`config.mk`:
```
export PLATFORM = sky130hd
export DESIGN_NAME = mis_cell
export DESIGN_NICKNAME = d
export VERILOG_FILES = /design/src/design/mis_pkg.sv /design/src/design/mis_cell.sv
export SDC_FILE = /design/constraint.sdc
export NUM_CORES = 1
export LEC_CHECK = 0
export BUFFER_PORTS_ARGS = -buffer_cell sky130_fd_sc_hd__buf_2
export CORE_MARGIN = 3
export CORE_UTILIZATION = 45
export CTS_BUF_LIST = sky130_fd_sc_hd__clkbuf_2
export CTS_CLUSTER_DIAMETER = 30
export DETAILED_ROUTE_END_ITERATION = 7
export PLACE_DENSITY = 0.89
export SLEW_MARGIN = 0
export SYNTH_ARGS = -nofsm -noshare
export SYNTH_HDL_FRONTEND = slang
export SYNTH_SLANG_ARGS = --single-unit
export TNS_END_PERCENT = 5
```
`constraint.sdc`:
```
create_clock -name clk -period 6.3 [get_ports clk]
set_input_delay 1.575 -clock clk [delete_from_list [all_inputs] [get_ports clk]]
set_output_delay 1.575 -clock clk [all_outputs]
set_load 0.02 [all_outputs]
```
`src/design/mis_pkg.sv`:
```
`default_nettype none
package mis_pkg;

  localparam int CAPACITY = 64;
  localparam int CNT_W    = $clog2(CAPACITY + 1);
  localparam int VALUE_W  = 32;

  typedef logic signed [VALUE_W-1:0] value_t;
  typedef logic [CNT_W-1:0]          count_t;

  // Controls that are common to every cell of the row.
  typedef struct packed {
    logic insert_en;
    logic drain_en;
  } cell_ctl_t;

  // Where one cell stands relative to the current fill of the row.
  typedef struct packed {
    logic occupied;
    logic at_end;
  } cell_pos_t;

endpackage
`default_nettype wire

```
`src/design/mis_cell.sv`:
```
`default_nettype none
module mis_cell (
  input  wire                      clk,
  input  mis_pkg::cell_ctl_t       ctl,
  input  mis_pkg::cell_pos_t       pos,
  input  mis_pkg::value_t          new_value,
  input  mis_pkg::value_t          left_value,
  input  wire                      left_gt,
  input  mis_pkg::value_t          right_value,
  output mis_pkg::value_t          held,
  output logic                     gt
);

  logic take;

  assign gt   = pos.occupied && (held > new_value);
  assign take = gt || pos.at_end;

  // On insert, a cell whose value is greater than the new word moves one place up,
  // so it takes the left neighbor's value when that one moves too, else the new word.
  always_ff @(posedge clk) begin
    if (ctl.insert_en && take) begin
      held <= left_gt ? left_value : new_value;
    end else if (ctl.drain_en) begin
      held <= right_value;
    end
  end

endmodule
`default_nettype wire

```
# Yosys cells after proc, flatten, opt, wreduce, memory -nomap -nowiden
# Cells that the tools add are included.
[totals]
register_bits = 32
latchBits = 0
ram_bits = 0
mem_bits_ro = 0
input_bits = 102
output_inout_bits = 33
wordCells = 9
memories = 0
[classes]
n_addsub = 0
mul = 0
n_div = 0
order_cmp = 1
n_eq_ne = 0
shift = 0
muxes = 3
bitwise_logic = 0
reduce_logical = 4
[op_table]
columns = ["op", "count"]
rows = [
  ["32-bit two-way mux", 3],
  ["32-bit > comparator", 1],
  ["1-bit logical AND", 2],
  ["2-bit nonzero test", 1],
  ["1-bit logical OR", 1],
]

# Depth between registers and ports, before layout
[depth]
depth_word = 5
mapped_depth = 10

# Worst setup path after synthesis
# Ideal clock, no wire load.
[synth_path]
path_type = "input port to output port"
start = "input port new_value[1]"
end = "output port gt"
arrival_time_ns = 3.267
t_required_ns = 4.725
slack_ns = 1.458
cell_stages = 9
path_buffers = 0
path_cell_list = "inv_1 -> ha_1 -> nor2b_1 -> o211ai_1 -> a21boi_0 -> nor4b_1 -> o21ba_2 -> o21ai_0 -> a21oi_1"
[synth_between]
elab_chain_len = 2
[synth_lines]
columns = ["item", "line_no", "rtl"]
rows = [
  ["from (decl)", "mis_cell.sv:6", "input mis_pkg::value_t new_value,"],
  ["32-bit > comparator", "mis_cell.sv:16", "assign gt = pos.occupied && (held > new_value);"],
  ["1-bit logical AND", "mis_cell.sv:16", ""],
  ["to (decl)", "mis_cell.sv:11", "output logic gt"],
]
# Every way passes these cells.

# Worst setup path after layout
[layout_path]
start = "input port new_value[14]"
end = "output port gt"
# The elaborated chain is that of the path after synthesis.

==> impl_metrics.json <==
{
  "status": "completed",
  "totalWireLength_um": 7000,
  "wl_per_cell_um": 15.0,
  "power_density_nw_per_um2": 210,
  "netlist_instances": 260,
  "p_int_w": 0.000476,
  "gp_congestion": 0.807,
  "io_buffers": 134,
  "drc": 0,
  "cts_hold_buf": 0,
  "p_leak_nw": 1.81,
  "critical_path.startpoint_type": "input pin",
  "final.period_utilization": 0.817,
  "p_seq_frac": 0.400,
  "top_register": "held",
  "rows": 27,
  "grt_first_pass_wirelength_um": 11400,
  "hold_violations": 0,
  "ys_seq_area_frac": 0.358,
  "cts_setup_buffers": 0,
  "yosys-top-cells-area": "edfxtp_1 36%, mux2_4 17%, ha_1 15%, o21ai_0 6.3%, nand2_1 5.0%",
  "post_cts_resize_count": 0,
  "synth-edff-count": 32,
  "crit_start": "new_value[14]",
  "worst_pin_slew_ns": 0.935,
  "grt.total_usage": 0.200,
  "dp_hpwl_um": 5610,
  "fmax_ghz": 0.194,
  "antenna_left": 0,
  "setup_viol": 0,
  "swShare": 0.347,
  "cts_sinks": 32,
  "end_kind": "primary output",
  "criticalPathCategory": "input pin to primary output",
  "ir_worst_vdd_v": 0.0000952,
  "layout-drive-gt1-share": 0.462,
  "htreeDepth": 2,
  "coreArea_um2": 5640,
  "drtIter0Drc": 80,
  "worstPathRequired_ns": 4.72,
  "place_ws_ns": 1.20,
  "io_pins": 135,
  "placedCellCount": 458,
  "finalCoreUtilization": 0.615,
  "die_area_um2": 6930,
  "diodes": 0,
  "start_util": 0.476,
  "r2r_start": "held[14]$_DFFE_PP_",
  "switchingPower_w": 0.000253,
  "crit_end": "gt",
  "syn_nets": 394,
  "report.final.slew_viol_count": 0,
  "die_w_um": 83.2,
  "r2r-end": "held[18]$_DFFE_PP_",
  "routed_via_density": 5.31,
  "slew_headroom": 0.377,
  "clock_power_share": 0.197,
  "synth.most_common_cell": "nand2_1",
  "nets": 527,
  "reg2reg_depth": 9,
  "synth_top_cell_area_share": 0.358,
  "vias": 2473,
  "worstPathMaxFanout": 4,
  "synth.top_cells.by_count": "36 x nand2_1, 34 x o21ai_0, 32 x edfxtp_1, 32 x ha_1, 32 x inv_1",
  "power_frac_comb": 0.403,
  "hp-class": "flop to flop",
  "final-instance-count-excl-fill": 466,
  "largest_reg_flops": 32,
  "reg2reg_slack_ns": 2.74,
  "tritoncts": "built",
  "ys.flop_type": "edfxtp_1",
  "async_flop_share": 0,
  "clock_latency_ns": 0.38,
  "grt_pass1_vias": 2595,
  "cts.clk_slew.worst_paths_ns": 0.19,
  "yosys_warnings": 0,
  "area_delta_synth_final_pct": 29.2,
  "synthesis.area_um2": 2680,
  "top_regs": "held: 32 flops",
  "ys_ff_latch": 32,
  "first_pass_iters": 4,
  "synth.distinct_cells": 34,
  "cts_root_buf": "clkbuf_2",
  "arrival_ns": 3.57,
  "clock_skew_ns": 0.0232,
  "cts-root-to-sink-buffers": 2,
  "rsz0062_at_grt": "false",
  "die_h_um": 83.2,
  "fin_setup_tns_ns": 0,
  "synth.avg_cell_area_um2": 10.3,
  "antenna_found_initial": 0,
  "synth.largest_area_cell": "edfxtp_1",
  "maxCapViolCount": 0,
  "numCtsBuffers": 5,
  "fin_crit_ns": 5.15,
  "grt_max_degree": 64,
  "gr-total-overflow": 0,
  "nFillCells": 473,
  "setup_slack_ns": 1.15
}
-- power by group through the flow --
stage / Sequential (W) / Combinational, W / Clock (W)
finish: 0.000291 / 0.000294 / 0.000144
global route: 0.000295 / 0.000321 / 0.000157
CTS: 0.000291 / 0.000296 / 0.000148
detailed placement: 0.000296 / 0.000293 / 0
global placement: 0.000294 / 0.000282 / 0
floorplan: 0.000332 / 0.000162 / 0
-- worst min path at each step --
stage                            start                 end  cells after the start  slack [ns]
finish              held[31]$_DFFE_PP_   held[7]$_DFFE_PP_                      6        1.38
global route            right_value[2]   held[2]$_DFFE_PP_                      2        1.43
CTS                 held[31]$_DFFE_PP_   held[7]$_DFFE_PP_                      6        1.39
detailed placement  held[31]$_DFFE_PP_   held[7]$_DFFE_PP_                      6        1.34
global placement    held[31]$_DFFE_PP_  held[23]$_DFFE_PP_                      6        1.31
floorplan           held[31]$_DFFE_PP_   held[0]$_DFFE_PP_                      6        1.31
-- worst max-delay path, cell delays in order --
cell and delay [ns]:
buf_2 0.08, inv_1 0.04, ha_1 0.31, nand4_1 0.19, nor3_1 0.09, a21boi_0 0.13
nor4b_1 0.55, o21ba_2 0.21, o21ai_0 0.07, a21oi_1 0.13, buf_2 0.19
-- cell families (layout without fill, tap and decap cells) --
family	count (synthesis)	after routing	synth area share
AO/OA/AOI/OAI	60	60	0.128
adder cells (fa/ha/maj)	32	32	0.149
buffers and inverters	42	176	0.0671
flip-flops	32	32	0.358
multiplexers	33	33	0.180
AND/OR/NAND/NOR	61	61	0.117
-- final cells by class --
class | instances | area, um2 | share of cell area
clock buffer | 5 | 25.0 | 0.00722
sequential | 32 | 961 | 0.277
timing repair buffer | 136 | 686 | 0.198
clock inverter | 3 | 42.5 | 0.0123
tap | 72 | 90.1 | 0.0260
multi-input combinational | 186 | 1540 | 0.445
inverter | 32 | 120 | 0.0346
-- metrics by stage --
| stage | instance area, um2 | hold WS (ns) | power, W |
|---|---|---|---|
| after floorplan | 2680 | 1.31 | 0.000494 |
| after global placement | 3400 | 1.31 | 0.000577 |
| after detailed placement | 3400 | 1.34 | 0.000590 |
| after CTS | 3470 | 1.39 | 0.000735 |
| after global routing | 3470 | 1.43 | 0.000773 |
| final | 3470 | 1.38 | 0.000729 |
-- per-layer routing --
layer	part of all wire	wire (um)	vias up	track usage
met4	0.025	174	0	0.0936
li1	-	-	1202	-
met3	0.075	525	13	0.0437
met1	0.39	2700	1149	0.213
met2	0.51	3600	109	0.370
met5	0	0	-	0
-- layout by cell type, fill, tap and decap left out, types with 2 or more instances in the layout --
cell type,instances
nand4_1,6
buf_4,2
clkbuf_2,5
nand3_1,5
a21o_1,2
buf_2,134
nand2_1,36
a211oi_1,2
nor2_1,2
edfxtp_1,32
nor3_1,2
a21oi_1,14
mux2_1,2
o211ai_1,2
o21ai_0,34
inv_1,32
mux2_4,30
ha_1,32
Note: power is estimated with default switching activity, not from simulation.
